## config.mk

```make
export PLATFORM = sky130hd
export DESIGN_NAME = debounced_key_gear_selector_unit
export DESIGN_NICKNAME = d
export VERILOG_FILES = /design/src/dkgs_pkg.sv /design/src/debounced_key_gear_selector_unit.sv /design/src/dkgs_core.sv
export SDC_FILE = /design/constraint.sdc
export NUM_CORES = 1
export LEC_CHECK = 0
export BUFFER_PORTS_ARGS = -buffer_cell sky130_fd_sc_hd__buf_2
export CAP_MARGIN = 20
export CORE_MARGIN = 5
export CORE_UTILIZATION = 40
export CTS_BUF_LIST = sky130_fd_sc_hd__clkbuf_16
export CTS_CLUSTER_SIZE = 14
export DETAILED_ROUTE_END_ITERATION = 10
export PLACE_DENSITY = 0.62
export SYNTH_ARGS = -nofsm -noshare
export SYNTH_HDL_FRONTEND = slang
export SYNTH_SLANG_ARGS = --single-unit
```

## constraint.sdc

```tcl
create_clock -name clk -period 4.34 [get_ports clk]
set_input_delay 0.217 -clock clk [delete_from_list [all_inputs] [get_ports clk]]
set_output_delay 0.217 -clock clk [all_outputs]
set_load 0.1 [all_outputs]
```

## src/dkgs_pkg.sv

```systemverilog
package dkgs_pkg;

  localparam int unsigned PeriodW = 8;
  localparam int unsigned CountW  = 8;
  localparam int unsigned GearW   = 2;
  localparam int unsigned InW     = 8;
  localparam int unsigned OutW    = 8;

  // register indexes on the config port
  typedef enum logic [1:0] {
    REG_SAMPLE_PERIOD  = 2'd0,
    REG_DEBOUNCE_COUNT = 2'd1,
    REG_GEAR_COUNT     = 2'd2,
    REG_INITIAL_GEAR   = 2'd3
  } reg_idx_t;

  typedef enum logic [5:0] {
    PH_PRESS_WAIT      = 6'b000001,
    PH_PRESS_DELAY     = 6'b000010,
    PH_PRESS_CONFIRM   = 6'b000100,
    PH_RELEASE_WAIT    = 6'b001000,
    PH_RELEASE_DELAY   = 6'b010000,
    PH_RELEASE_CONFIRM = 6'b100000
  } key_phase_t;

  typedef struct packed {
    logic [PeriodW-1:0] sample_period;
    logic [CountW-1:0]  debounce_count;
    logic [GearW-1:0]   gear_count;
  } cfg_t;

  typedef struct packed {
    logic             load;
    logic [GearW-1:0] value;
  } gear_load_t;

  typedef struct packed {
    logic [GearW-1:0] heat_gear;
    logic             gear_changed;
  } result_t;

  function automatic logic [GearW-1:0] eff_gears(input logic [GearW-1:0] cnt);
    eff_gears = (cnt == '0) ? GearW'(1) : cnt;
  endfunction

  function automatic logic [GearW-1:0] clamp_gear(input logic [GearW-1:0] g,
                                                  input logic [GearW-1:0] cnt);
    logic [GearW-1:0] n;
    n = eff_gears(cnt);
    clamp_gear = (g >= n) ? n - GearW'(1) : g;
  endfunction

endpackage

```

## src/debounced_key_gear_selector_unit.sv

```systemverilog
// A result beat appears in the cycle after its tick beat is taken.
// Throughput: one tick per cycle; the next tick is taken in the same cycle
// as the waiting result is taken, set by the single output register.
// Reset (rst_n low, synchronous): registers back to 10/10/3, gear 0,
// prescaler and debounce count 0, key machine waiting for a press.
module debounced_key_gear_selector_unit (
  input  logic                       clk,
  input  logic                       rst_n,
  input  logic                       in_tvalid,
  output logic                       in_tready,
  input  logic [dkgs_pkg::InW-1:0]   in_tdata,   // [0] key_level, [1] fan_running
  output logic                       out_tvalid,
  input  logic                       out_tready,
  output logic [dkgs_pkg::OutW-1:0]  out_tdata,  // [1:0] heat_gear, [2] gear_changed
  input  logic                       cfg_valid,
  output logic                       cfg_ready,
  input  logic [1:0]                 cfg_index,
  input  logic [7:0]                 cfg_data
);
  import dkgs_pkg::*;

  cfg_t       cfg_r;
  gear_load_t gear_load;
  result_t    res, res_r;
  key_phase_t phase;
  logic       out_valid_r;
  logic       in_fire, cfg_fire;

  assign cfg_ready = 1'b1;
  assign cfg_fire  = cfg_valid && cfg_ready;
  assign in_tready = !out_valid_r || out_tready;
  assign in_fire   = in_tvalid && in_tready;

  always_ff @(posedge clk) begin
    if (!rst_n) begin
      cfg_r.sample_period  <= PeriodW'(10);
      cfg_r.debounce_count <= CountW'(10);
      cfg_r.gear_count     <= GearW'(3);
    end else if (cfg_fire) begin
      case (reg_idx_t'(cfg_index))
        REG_SAMPLE_PERIOD:  cfg_r.sample_period  <= cfg_data[PeriodW-1:0];
        REG_DEBOUNCE_COUNT: cfg_r.debounce_count <= cfg_data[CountW-1:0];
        REG_GEAR_COUNT:     cfg_r.gear_count     <= cfg_data[GearW-1:0];
        default: ;
      endcase
    end
  end

  // initial gear goes straight into the gear register, clamped to range
  assign gear_load.load  = cfg_fire && (reg_idx_t'(cfg_index) == REG_INITIAL_GEAR);
  assign gear_load.value = clamp_gear(cfg_data[GearW-1:0], cfg_r.gear_count);

  dkgs_core u_core (
    .clk         (clk),
    .rst_n       (rst_n),
    .step        (in_fire),
    .key_level   (in_tdata[0]),
    .fan_running (in_tdata[1]),
    .cfg         (cfg_r),
    .gear_load   (gear_load),
    .res         (res),
    .phase       (phase)
  );

  always_ff @(posedge clk) begin
    if (!rst_n) begin
      out_valid_r <= 1'b0;
    end else if (in_fire) begin
      out_valid_r <= 1'b1;
    end else if (out_tready) begin
      out_valid_r <= 1'b0;
    end
  end

  always_ff @(posedge clk) begin
    if (in_fire) begin
      res_r <= res;
    end
  end

  assign out_tvalid = out_valid_r;
  assign out_tdata  = {{(OutW-GearW-1){1'b0}}, res_r.gear_changed, res_r.heat_gear};

`ifndef SYNTHESIS
  a_phase_onehot: assert property (@(posedge clk) disable iff (!rst_n)
    $onehot(phase))
    else $error("key phase not one-hot");

  a_fan_off_quiet: assert property (@(posedge clk) disable iff (!rst_n)
    in_fire && !in_tdata[1] |=> out_tdata[2:0] == 3'b000)
    else $error("gear reported while fan stopped");

  a_gear_range: assert property (@(posedge clk) disable iff (!rst_n)
    out_tvalid |-> out_tdata[1:0] != 2'd3)
    else $error("gear out of range");

  a_change_needs_fan: assert property (@(posedge clk) disable iff (!rst_n)
    in_fire && res.gear_changed |-> in_tdata[1])
    else $error("gear advanced without fan running");
`endif

endmodule

```

## src/dkgs_core.sv

```systemverilog
module dkgs_core (
  input  logic                     clk,
  input  logic                     rst_n,
  input  logic                     step,
  input  logic                     key_level,
  input  logic                     fan_running,
  input  dkgs_pkg::cfg_t           cfg,
  input  dkgs_pkg::gear_load_t     gear_load,
  output dkgs_pkg::result_t        res,
  output dkgs_pkg::key_phase_t     phase
);
  import dkgs_pkg::*;

  logic [PeriodW-1:0] tick_r, tick_nxt, tick_dec;
  key_phase_t         phase_r, phase_nxt;
  logic [CountW-1:0]  left_r, left_nxt, left_dec;
  logic [GearW-1:0]   gear_r, gear_nxt;
  logic [GearW:0]     gear_inc;
  logic               sample, pressed, changed;

  assign tick_dec = (tick_r == '0) ? '0 : tick_r - PeriodW'(1);
  assign left_dec = (left_r == '0) ? '0 : left_r - CountW'(1);
  assign sample   = fan_running && (tick_dec == '0);
  assign pressed  = !key_level;
  assign gear_inc = {1'b0, gear_r} + (GearW+1)'(1);

  always_comb begin
    tick_nxt  = tick_dec;
    phase_nxt = phase_r;
    left_nxt  = left_r;
    gear_nxt  = gear_r;
    changed   = 1'b0;
    if (sample) begin
      tick_nxt = cfg.sample_period;
      case (phase_r)
        PH_PRESS_WAIT: begin
          if (pressed) begin
            phase_nxt = PH_PRESS_DELAY;
            left_nxt  = cfg.debounce_count;
          end
        end
        PH_PRESS_DELAY: begin
          left_nxt = left_dec;
          if (!pressed)             phase_nxt = PH_PRESS_WAIT;
          else if (left_dec == '0)  phase_nxt = PH_PRESS_CONFIRM;
        end
        PH_PRESS_CONFIRM: phase_nxt = PH_RELEASE_WAIT;
        PH_RELEASE_WAIT: begin
          if (!pressed) begin
            phase_nxt = PH_RELEASE_DELAY;
            left_nxt  = cfg.debounce_count;
          end
        end
        PH_RELEASE_DELAY: begin
          left_nxt = left_dec;
          if (pressed)              phase_nxt = PH_RELEASE_WAIT;
          else if (left_dec == '0)  phase_nxt = PH_RELEASE_CONFIRM;
        end
        PH_RELEASE_CONFIRM: begin
          // wrap when stepping past the last gear
          gear_nxt  = (gear_inc >= {1'b0, eff_gears(cfg.gear_count)}) ? '0
                                                                     : gear_inc[GearW-1:0];
          changed   = 1'b1;
          phase_nxt = PH_PRESS_WAIT;
        end
        default: phase_nxt = PH_PRESS_WAIT;
      endcase
    end
  end

  always_comb begin
    res.heat_gear    = fan_running ? gear_nxt : '0;
    res.gear_changed = changed;
  end

  assign phase = phase_r;

  always_ff @(posedge clk) begin
    if (!rst_n) begin
      tick_r  <= '0;
      phase_r <= PH_PRESS_WAIT;
      left_r  <= '0;
      gear_r  <= '0;
    end else if (gear_load.load) begin
      gear_r <= gear_load.value;
    end else if (step) begin
      tick_r  <= tick_nxt;
      phase_r <= phase_nxt;
      left_r  <= left_nxt;
      gear_r  <= gear_nxt;
    end
  end

endmodule
```

Word-level counts from Yosys, hierarchy flattened:

Cells that the tools add are included.

* word-level logic and storage cells: 74
* output and inout port bits: 11
* input port bits: 23
* register bits after elaboration: 46

* $add $sub $neg: 4
* mux-type cells: 23
* bitwise logic cells: 1
* equality and inequality tests: 13
* $lt $le $gt $ge: 2
* reductions and logical operators: 21

Operator list (number)
* 8-bit two-way mux: 5
* 6-bit two-way mux: 6
* 8-bit zero test: 4
* 6-bit case mux with 5 select lines: 1
* 8-bit case mux with 3 select lines: 1
* 8-bit by 1-bit subtractor with 8-bit output, second input constant: 2
* 2-bit two-way mux: 7
* 2-bit AND reduction: 4
* 7-bit AND reduction: 1
* 6-bit by 1-bit equality test with 1-bit output, second input constant: 1
* 6-bit by 2-bit equality test with 1-bit output, second input constant: 1
* 6-bit by 3-bit equality test with 1-bit output, second input constant: 1
* 6-bit by 4-bit equality test with 1-bit output, second input constant: 1
* 6-bit by 5-bit equality test with 1-bit output, second input constant: 1
* 6-bit equality test, second input constant: 1
* 3-bit by 2-bit != test with 1-bit output, second input constant: 2
* 6-bit AND reduction: 1
* 2-bit equality test, second input constant: 2
* 2-bit zero test: 2
* 2-bit != test, second input constant: 2
* 2-bit nonzero test: 2
* 2-bit by 1-bit adder with 3-bit output, second input constant: 1
* 3-bit by 2-bit greater-or-equal comparator with 1-bit output: 1
* 1-bit logical AND: 3
* 9 further kinds: 11

Depth between registers and ports, before layout:

Gate-level depths: netlist (run 1).

* depth in word-level cells: 8
* depth in mapped cells: 9
* gate-level depth less buffers: 8

By module:

Synthesis (run 1) repeated with hierarchy kept, for this count alone.

* cells, all modules: 351
* area, all modules: 2910.3 µm²

By module, submodules not included
* dkgs_core: instances 1, area an instance 1946.9 µm², sequential area each 480.5 µm², cells each 254
* debounced_key_gear_selector_unit: instances 1, area an instance 963.4 µm², sequential area each 470.5 µm², cells each 97

Worst setup path before layout (run 1):

No wires, ideal clock.

* path type: register to register
* start: register out_valid_r, in the netlist out_tvalid
* end: register u_core.left_r[0]
* stages on the path, launching flop included: 8
* path buffers: 1
* slack: 1386 ps
* clock period less this slack: 2954 ps
* data arrival time: 2868 ps
* library setup time: 86 ps
* data required time: 4254 ps
* path through: dfxtp_1 -> nand2b_1 -> and3_1 -> nand2_1 -> or4_1 -> buf_2 -> a211oi_1 -> a211oi_1

* longest elaborated chain between the ends: 4

Ends and longest elaborated chain
* from (decl): RTL line debounced_key_gear_selector_unit.sv:26 `logic out_valid_r;`
* from (signal assigned): RTL line debounced_key_gear_selector_unit.sv:67 `out_valid_r <= 1'b0;`
* from (signal assigned): RTL line debounced_key_gear_selector_unit.sv:69 `out_valid_r <= 1'b1;`
* from (signal assigned): RTL line debounced_key_gear_selector_unit.sv:71 `out_valid_r <= 1'b0;`
* 1-bit zero test: RTL line debounced_key_gear_selector_unit.sv:31 `assign in_tready = !out_valid_r || out_tready;`
* 1-bit logical OR: RTL line debounced_key_gear_selector_unit.sv:31
* via in_tready: RTL line debounced_key_gear_selector_unit.sv:10 `output logic in_tready,`
* 1-bit logical AND: RTL line debounced_key_gear_selector_unit.sv:32 `assign in_fire = in_tvalid && in_tready;`
* 6-bit AND reduction (no line)
* to (signal assigned): RTL line dkgs_core.sv:89 `left_r <= left_nxt;`
* to (decl): RTL line dkgs_core.sv:16 `logic [CountW-1:0] left_r, left_nxt, left_dec;`

The timed path passes the listed nets, and every way through them passes these cells.
A chain may end at the register's enable or synchronous reset.

Worst setup path in the final report (run 1):

* start: register u_core.tick_r[0]
* end: register u_core.left_r[7]

* longest elaborated chain between the ends: 5
* elaborated cells between the ends (all ways): 6
* those cells by class: 1 x add/sub; 1 x mux; 4 x reduce/logical

Ends and longest elaborated chain
* from (decl): RTL line dkgs_core.sv:14 `logic [PeriodW-1:0] tick_r, tick_nxt, tick_dec;`
* from (signal assigned): RTL line dkgs_core.sv:87 `tick_r <= tick_nxt;`
* 8-bit by 1-bit subtractor with 8-bit output or 8-bit zero test (tied branches): RTL line dkgs_core.sv:21 `assign tick_dec = (tick_r == '0) ? '0 : tick_r - PeriodW'(1);`
* 8-bit two-way mux *: RTL line dkgs_core.sv:21
* 8-bit zero test *: RTL line dkgs_core.sv:23 `assign sample = fan_running && (tick_dec == '0);`
* 1-bit logical AND *: RTL line dkgs_core.sv:23
* 6-bit AND reduction (no line) *

Mark *: on every way between the ends. The rest lies on a longest branch, timed or not.

==> results of run 1 <==
registers in the layout, indices dropped and copies added (netlist names):
| signal | count |
|---|---|
| u_core.gear_r | 2 |
| u_core.tick_r | 8 |
| u_core.left_r | 8 |
| out_tdata | 3 |
| u_core.phase | 6 |
| cfg_r | 18 |
| out_tvalid | 1 |
final timing paths:
kind	slack, ns	to	cells past startpoint
min reg2reg	0.48	cfg_r[11]	2
max	1.48	u_core.left_r[7]	8
min	0.19	out_tvalid	3
max reg2reg	1.48	u_core.left_r[7]	8
final cells by class:
class | instances | area share [%]
inverter | 12 | 1.55
clock inverter | 2 | 0.344
timing repair buffer | 22 | 3.87
sequential | 46 | 32.7
tap | 77 | 3.31
clock buffer | 5 | 4.30
multi-input combinational | 253 | 54.0
power by group through the flow:
stage / registers, W / clock network (W) / logic, W
after floorplan: 0.000481 / 0 / 0.000155
after global placement: 0.000474 / 0 / 0.000195
after detailed placement: 0.000474 / 0 / 0.000199
after CTS: 0.000465 / 0.000369 / 0.000199
after global routing: 0.000468 / 0.000389 / 0.000222
final: 0.000465 / 0.000361 / 0.000199
per-stage QoR:
stage	power (W)	cell area, µm²	setup slack, ns
6_report	0.00102	2910	1.48
5_1_grt	0.00108	2910	1.08
4_1_cts	0.00103	2910	1.43
3_5_place_dp	0.000673	2780	1.46
3_3_place_gp	0.000669	2780	1.53
2_1_floorplan	0.000635	2690	1.39
Yosys cell counts (4+ instances only):
master	n
inv_1	12
a211oi_1	4
nor3_1	8
ha_1	7
nand3_1	5
buf_4	6
clkbuf_1	15
nand2b_1	6
dfxtp_1	43
o21ai_0	31
nand4_1	4
nor2_1	35
nand2_1	40
nor4b_1	4
mux2i_1	18
nor2b_1	4
nor4_1	7
a21oi_1	19
cells by family after synthesis:
| logic type | Yosys count | synth area share [%] |
|---|---|---|
| AND/OR/NAND/NOR | 136 | 26.5 |
| AO/OA/AOI/OAI | 79 | 18.6 |
| flip-flops | 46 | 35.6 |
| buffers and inverters | 37 | 6.14 |
| multiplexers | 19 | 7.17 |
| adder cells (fa/ha/maj) | 8 | 4.03 |
| XOR/XNOR | 5 | 1.64 |
| other | 2 | 0.281 |
worst max-delay path, stage by stage (launching register included):
cell and delay, ns:
dfxtp_1 0.35, inv_1 0.07, ha_1 0.21, or4b_4 0.53, nor4_4 0.37, nor2_2 0.10
nor4_1 0.86, nand2_1 0.12, a21oi_1 0.18
routing by layer:
| layer | share of wire, % | track usage, % |
|---|---|---|
| met5 | 0 | 0 |
| met2 | 46 | 23.4 |
| met3 | 3.1 | 2.62 |
| met1 | 49 | 18.9 |
| met4 | 1.1 | 3.96 |
==> impl_results.md, run 1 <==
* NetSw at 0.000305 W
* Avg Cell Area, Syn at 8.04 µm²
* Final ANT Viol Nets at 0
* Reg2reg start: u_core.tick_r[0]
* Critical setup path kind: reg2reg
* Netlist Area Pre-Place at 2670 µm²
* Core area at 6420 µm²
* PD cells at 352 nW/µm²
* Max FO, Critical Path at 8
* Final nets at 371
* Clock power frac at 35.2%
* Setup_tns at 0 ns
* Grt ovf at 0
* Mean routed wirelength per cell at 14.0 µm
* Vias at 2,288
* Initial drt markers at 100
* Post-CTS Setup Repair Bufs at 0
* Placed cells at 410
* Post-detail-place hpwl at 4250 µm
* Maxcap violations at 0
* Yosys warnings at 0
* Period utilisation layout at 65.8%
* Routed vias/inst at 5.49
* Worst setup SP type: flip-flop
* Hold Startpoint: in_tvalid
* Num Clock Sinks at 46
* First-pass GRT wire length at 10,000 µm
* Slew @ Worst Pin at 0.972 ns
* Initial antenna violation count at 0
* Aggregate global-route resource usage at 14.1%
* CTS tree: yes
* Layout Cells excl Fill at 417
* Yosys top cell area share at 32.2%
* Initial core utilization at 41.6%
* Worst hold slack at 0.186 ns
* Status: completed
* CTS H-tree lvls at 2
* Fmax achieved at 350 MHz
* Post-Route WL at 5860 µm
* Fin crit period at 2.86 ns
* Post-synth EDFFs at 3
* Die Y at 91.7 µm
* Multi-input logic area at 1570 µm²
* CTS Hold Buffers Added at 0
* Placer Congestion at 0.802
* Sequential fraction of design power at 45.4%
* IO buf count at 21
* Req. time, crit path at 4.54 ns
* Layout overhead on the synthesized area at 9.00%
* Netlist cell types at 58
* Worst skew pair latency at 0.28 ns
* Top Ports at 34
* Max-slew headroom at 34.6%
* DRC Markers at 0
* Clock skew at 0.00202 ns
* Final core occ at 45.3%
* CTS resizes at 0
* Share of cells above drive strength 1 at 11.2%
* Die area at 8410 µm²
* Synth area leaders: dfxtp_1, mux2i_1, o21ai_0
* Internal power at 0.000720 W
* Crit. End Element: flip-flop
* Number of buffers created by CTS at 5
* Combinational share of power at 19.4%
* Largest net degree at the start of global routing at 28
* Most frequent cells in the layout: dfxtp_1, nand2_1, nor2_1
* Asr flop ratio synth at 0%
* Yosys reg bits at 46
* Ys flop type: dfxtp_1
* Vias in the first global route at 2,094
* Syn Inst Count at 332
* Register area at 951 µm²
* Final setup fails at 0
* Crit path launch: u_core.tick_r[0]
* Fillers at 633
* Worst hold path type: in2reg
* RSZ-0062 raised after global routing: false
* Clock root buffer: clkbuf_16
* Slew Limit Fails at 0
* Sw frac at 29.7%
* ANT cells at 0
* P_leak at 1.16 nW
* Final hold vios at 0
* Max Root-Sink Buffers at 2
* Sequential share of the synthesized area at 35.6%
* Drt pass-1 iters at 4
* Num rows at 29
* Area leader, netlist: dfxtp_1
* Clock slew at reported path FFs at 0.06 ns
* Maximum vdd ir drop at 0.000204 V
* Die Width at 91.7 µm
* CP Data Arrival Time at 3.06 ns
* Commonest non-fill, non-tap cell in the layout: dfxtp_1
Power figures use the tool's default switching activity.
==> run 2, diff against run 1 <==
==> constraint.sdc (replaced) <==
create_clock -name clk -period 2.7 [get_ports clk]
set_input_delay 0.135 -clock clk [delete_from_list [all_inputs] [get_ports clk]]
set_output_delay 0.135 -clock clk [all_outputs]
set_load 0.1 [all_outputs]
==> impl_results.md, run 2 (synthesis gave the netlist of run 1 again) <==
* Vias in the first global route at 2,221 (was 2,094)
* Clock skew at 0.00670 ns (was 0.00202 ns)
* Largest net degree at the start of global routing at 28 (unchanged)
* Slew @ Worst Pin at 0.835 ns (was 0.972 ns)
* Die Width at 91.7 µm (unchanged)
* Top Ports at 34 (unchanged)
* Kind of cell adding the most delay to the critical path: simple AND/OR/NAND/NOR gates (unchanged)
* Die Y at 91.7 µm (unchanged)
* Reg2reg start: u_core.tick_r[1] (was u_core.tick_r[0])
* Final nets at 384 (was 371)
* Final WS setup at 0.178 ns (was 1.48 ns)
* Post-detail-place hpwl at 4410 µm (was 4250 µm)
* Largest register FFs at 18 (unchanged)
* Design Power at 0.00169 W (was 0.00102 W)
* Number of buffers created by CTS at 5 (unchanged)
* Setup_tns at 0 ns (unchanged)
* Max-slew headroom at 44.3% (was 34.6%)
* Largest registers: cfg_r x18, u_core.left_r x8, u_core.tick_r x8 (unchanged)
* Clock slew at reported path FFs at 0.06 ns (about the same)
* Final instance area at 3020 µm² (was 2910 µm²)
* Layout overhead on the synthesized area at 13.1% (was 9.00%)
* Hold Startpoint: in_tvalid (unchanged)
* Crit. End Element: flip-flop (unchanged)
* Clock root buffer: clkbuf_16 (unchanged)
* Post-Route WL at 6010 µm (was 5860 µm)
* CTS tree: yes (unchanged)
* Final ANT Viol Nets at 0 (unchanged)
* Initial core utilization at 41.6% (unchanged)
* Placer Congestion at 0.802 (about the same)
* Final hold vios at 0 (unchanged)
* Period utilisation layout at 93.4% (was 65.8%)
* ANT cells at 0 (unchanged)
* R2R Setup Slk at 0.18 ns (was 1.48 ns)
* Drt pass-1 iters at 4 (unchanged)
* Vias at 2,357 (was 2,288)
* Num Clock Sinks at 46 (unchanged)
* Place WS at 0.0805 ns (was 1.46 ns)
* Core area at 6420 µm² (unchanged)
* Crit path largest cell delay at 0.53 ns (was 0.86 ns)
* DRC Markers at 0 (unchanged)
* Aggregate global-route resource usage at 14.9% (was 14.1%)
* Placed cell area at 2880 µm² (was 2780 µm²)
* Worst hold path type: in2reg (unchanged)
* PD cells at 559 nW/µm² (was 352 nW/µm²)
* Critical setup path kind: reg2reg (unchanged)
* Maximum vdd ir drop at 0.000324 V (was 0.000204 V)
* Status: completed (unchanged)
* P_leak at 1.22 nW (was 1.16 nW)
* IO buf count at 21 (unchanged)
* Fin crit period at 2.52 ns (was 2.86 ns)
* Initial antenna violation count at 0 (unchanged)
* RSZ-0062 raised after global routing: false (unchanged)
* Die area at 8410 µm² (unchanged)
* Worst skew pair latency at 0.28 ns (about the same)
* Post-CTS Setup Repair Bufs at 0 (unchanged)
* Worst hold slack at 0.103 ns (was 0.186 ns)
* Share of cells above drive strength 1 at 15.0% (was 11.2%)
* CP Data Arrival Time at 2.72 ns (was 3.06 ns)
* RR Endpoint: u_core.phase[3] (was u_core.left_r[7])
* Req. time, crit path at 2.89 ns (was 4.54 ns)
* Worst Reg-to-Reg Cells at 9 (was 8)
* Worst path bufs/invs at 2 (was 1)
* Critical-path top delay cell: or4b_4 (was nor4_1)
* Fmax achieved at 397 MHz (was 350 MHz)
* Final setup fails at 0 (unchanged)
* Commonest non-fill, non-tap cell in the layout: dfxtp_1 (unchanged)
* Biggest register: cfg_r (unchanged)
* Grt ovf at 0 (unchanged)
* CTS H-tree lvls at 2 (unchanged)
* Num rows at 29 (unchanged)
* Initial drt markers at 127 (was 100)
* Worst Hold Depth at 3 (unchanged)
* Routed vias/inst at 5.47 (was 5.49)
* Slew Limit Fails at 0 (unchanged)
* Maxcap violations at 0 (unchanged)
* Hold Path Sink: out_tvalid (unchanged)
* Mean routed wirelength per cell at 14.0 µm (about the same)
* Max Root-Sink Buffers at 2 (unchanged)
* Max FO, Critical Path at 7 (was 8)
* First-pass GRT wire length at 10,500 µm (was 10,000 µm)
* Worst setup SP type: flip-flop (unchanged)
* Most frequent cells in the layout: dfxtp_1, nand2_1, nor2_1 (unchanged)
* CP cell instances: inv_1 -> ha_1 -> or4b_4 -> nor4_4 -> o221ai_1 -> a211oi_4 -> buf_4 -> nand4_1 -> o31ai_1 (was inv_1 -> ha_1 -> or4b_4 -> nor4_4 -> nor2_2 -> nor4_1 -> nand2_1 -> a21oi_1)
==> run 2: metrics by stage <==
step           cells  util, %
2_1_floorplan    336        -
3_3_place_gp     423     44.8
3_5_place_dp     423     44.8
4_1_cts          431     47.0
5_1_grt          431     47.0
6_report         431     47.0
==> run 2: metal layers <==
layer / GRT usage (%) / wire length (µm)
met3: 2.54 / 182
met5: 0 / 0
met2: 24.2 / 2720
met1: 20.0 / 3000
met4: 4.95 / 110
==> run 2: layout make-up <==
type / instances / area (µm²)
Multi-Input combinational cell: 253 / 1580
Timing Repair Buffer: 35 / 210
Fill cell: 615 / 3400
Inverter: 12 / 45.0
Sequential cell: 46 / 951
Tap cell: 77 / 96.3
Clock buffer: 5 / 125
Clock inverter: 3 / 15.0
==> run 2: worst max path at each step <==
stage | startpoint | end | slack (ns) | depth (start not counted)
2_1_floorplan | out_tvalid | u_core.left_r[0] | 0.1 | 7
3_3_place_gp | u_core.tick_r[1] | u_core.left_r[1] | 0.13 | 8
3_5_place_dp | u_core.tick_r[1] | u_core.left_r[2] | 0.08 | 8
4_1_cts | u_core.tick_r[1] | u_core.left_r[0] | 0.07 | 8
5_1_grt | u_core.tick_r[1] | u_core.phase[3] | 0.004 | 9
6_report | u_core.tick_r[1] | u_core.phase[3] | 0.18 | 9
==> run 2: where the power goes <==
| part | switching (W) | internal (W) |
|---|---|---|
| Clock | 0.000255 | 0.000339 |
| Combinational | 0.000223 | 0.000128 |
| Sequential | 0.0000295 | 0.000715 |
| Total | 0.000507 | 0.00118 |
==> run 2: worst register-to-register path: stages (launching register included) <==
cell	delay, ns
dfxtp_1	0.33
inv_1	0.06
ha_1	0.20
or4b_4	0.53
nor4_4	0.25
o221ai_1	0.30
a211oi_4	0.37
buf_4	0.21
nand4_1	0.10
o31ai_1	0.10
==> run 2: repair_timing <==
| item | 4_1_cts | 5_1_grt |
|---|---|---|
| gates resized for setup | 0 | 1 |
| endpoints found under the setup margin | 0 | 5 |
| hold buffers | 0 | 0 |
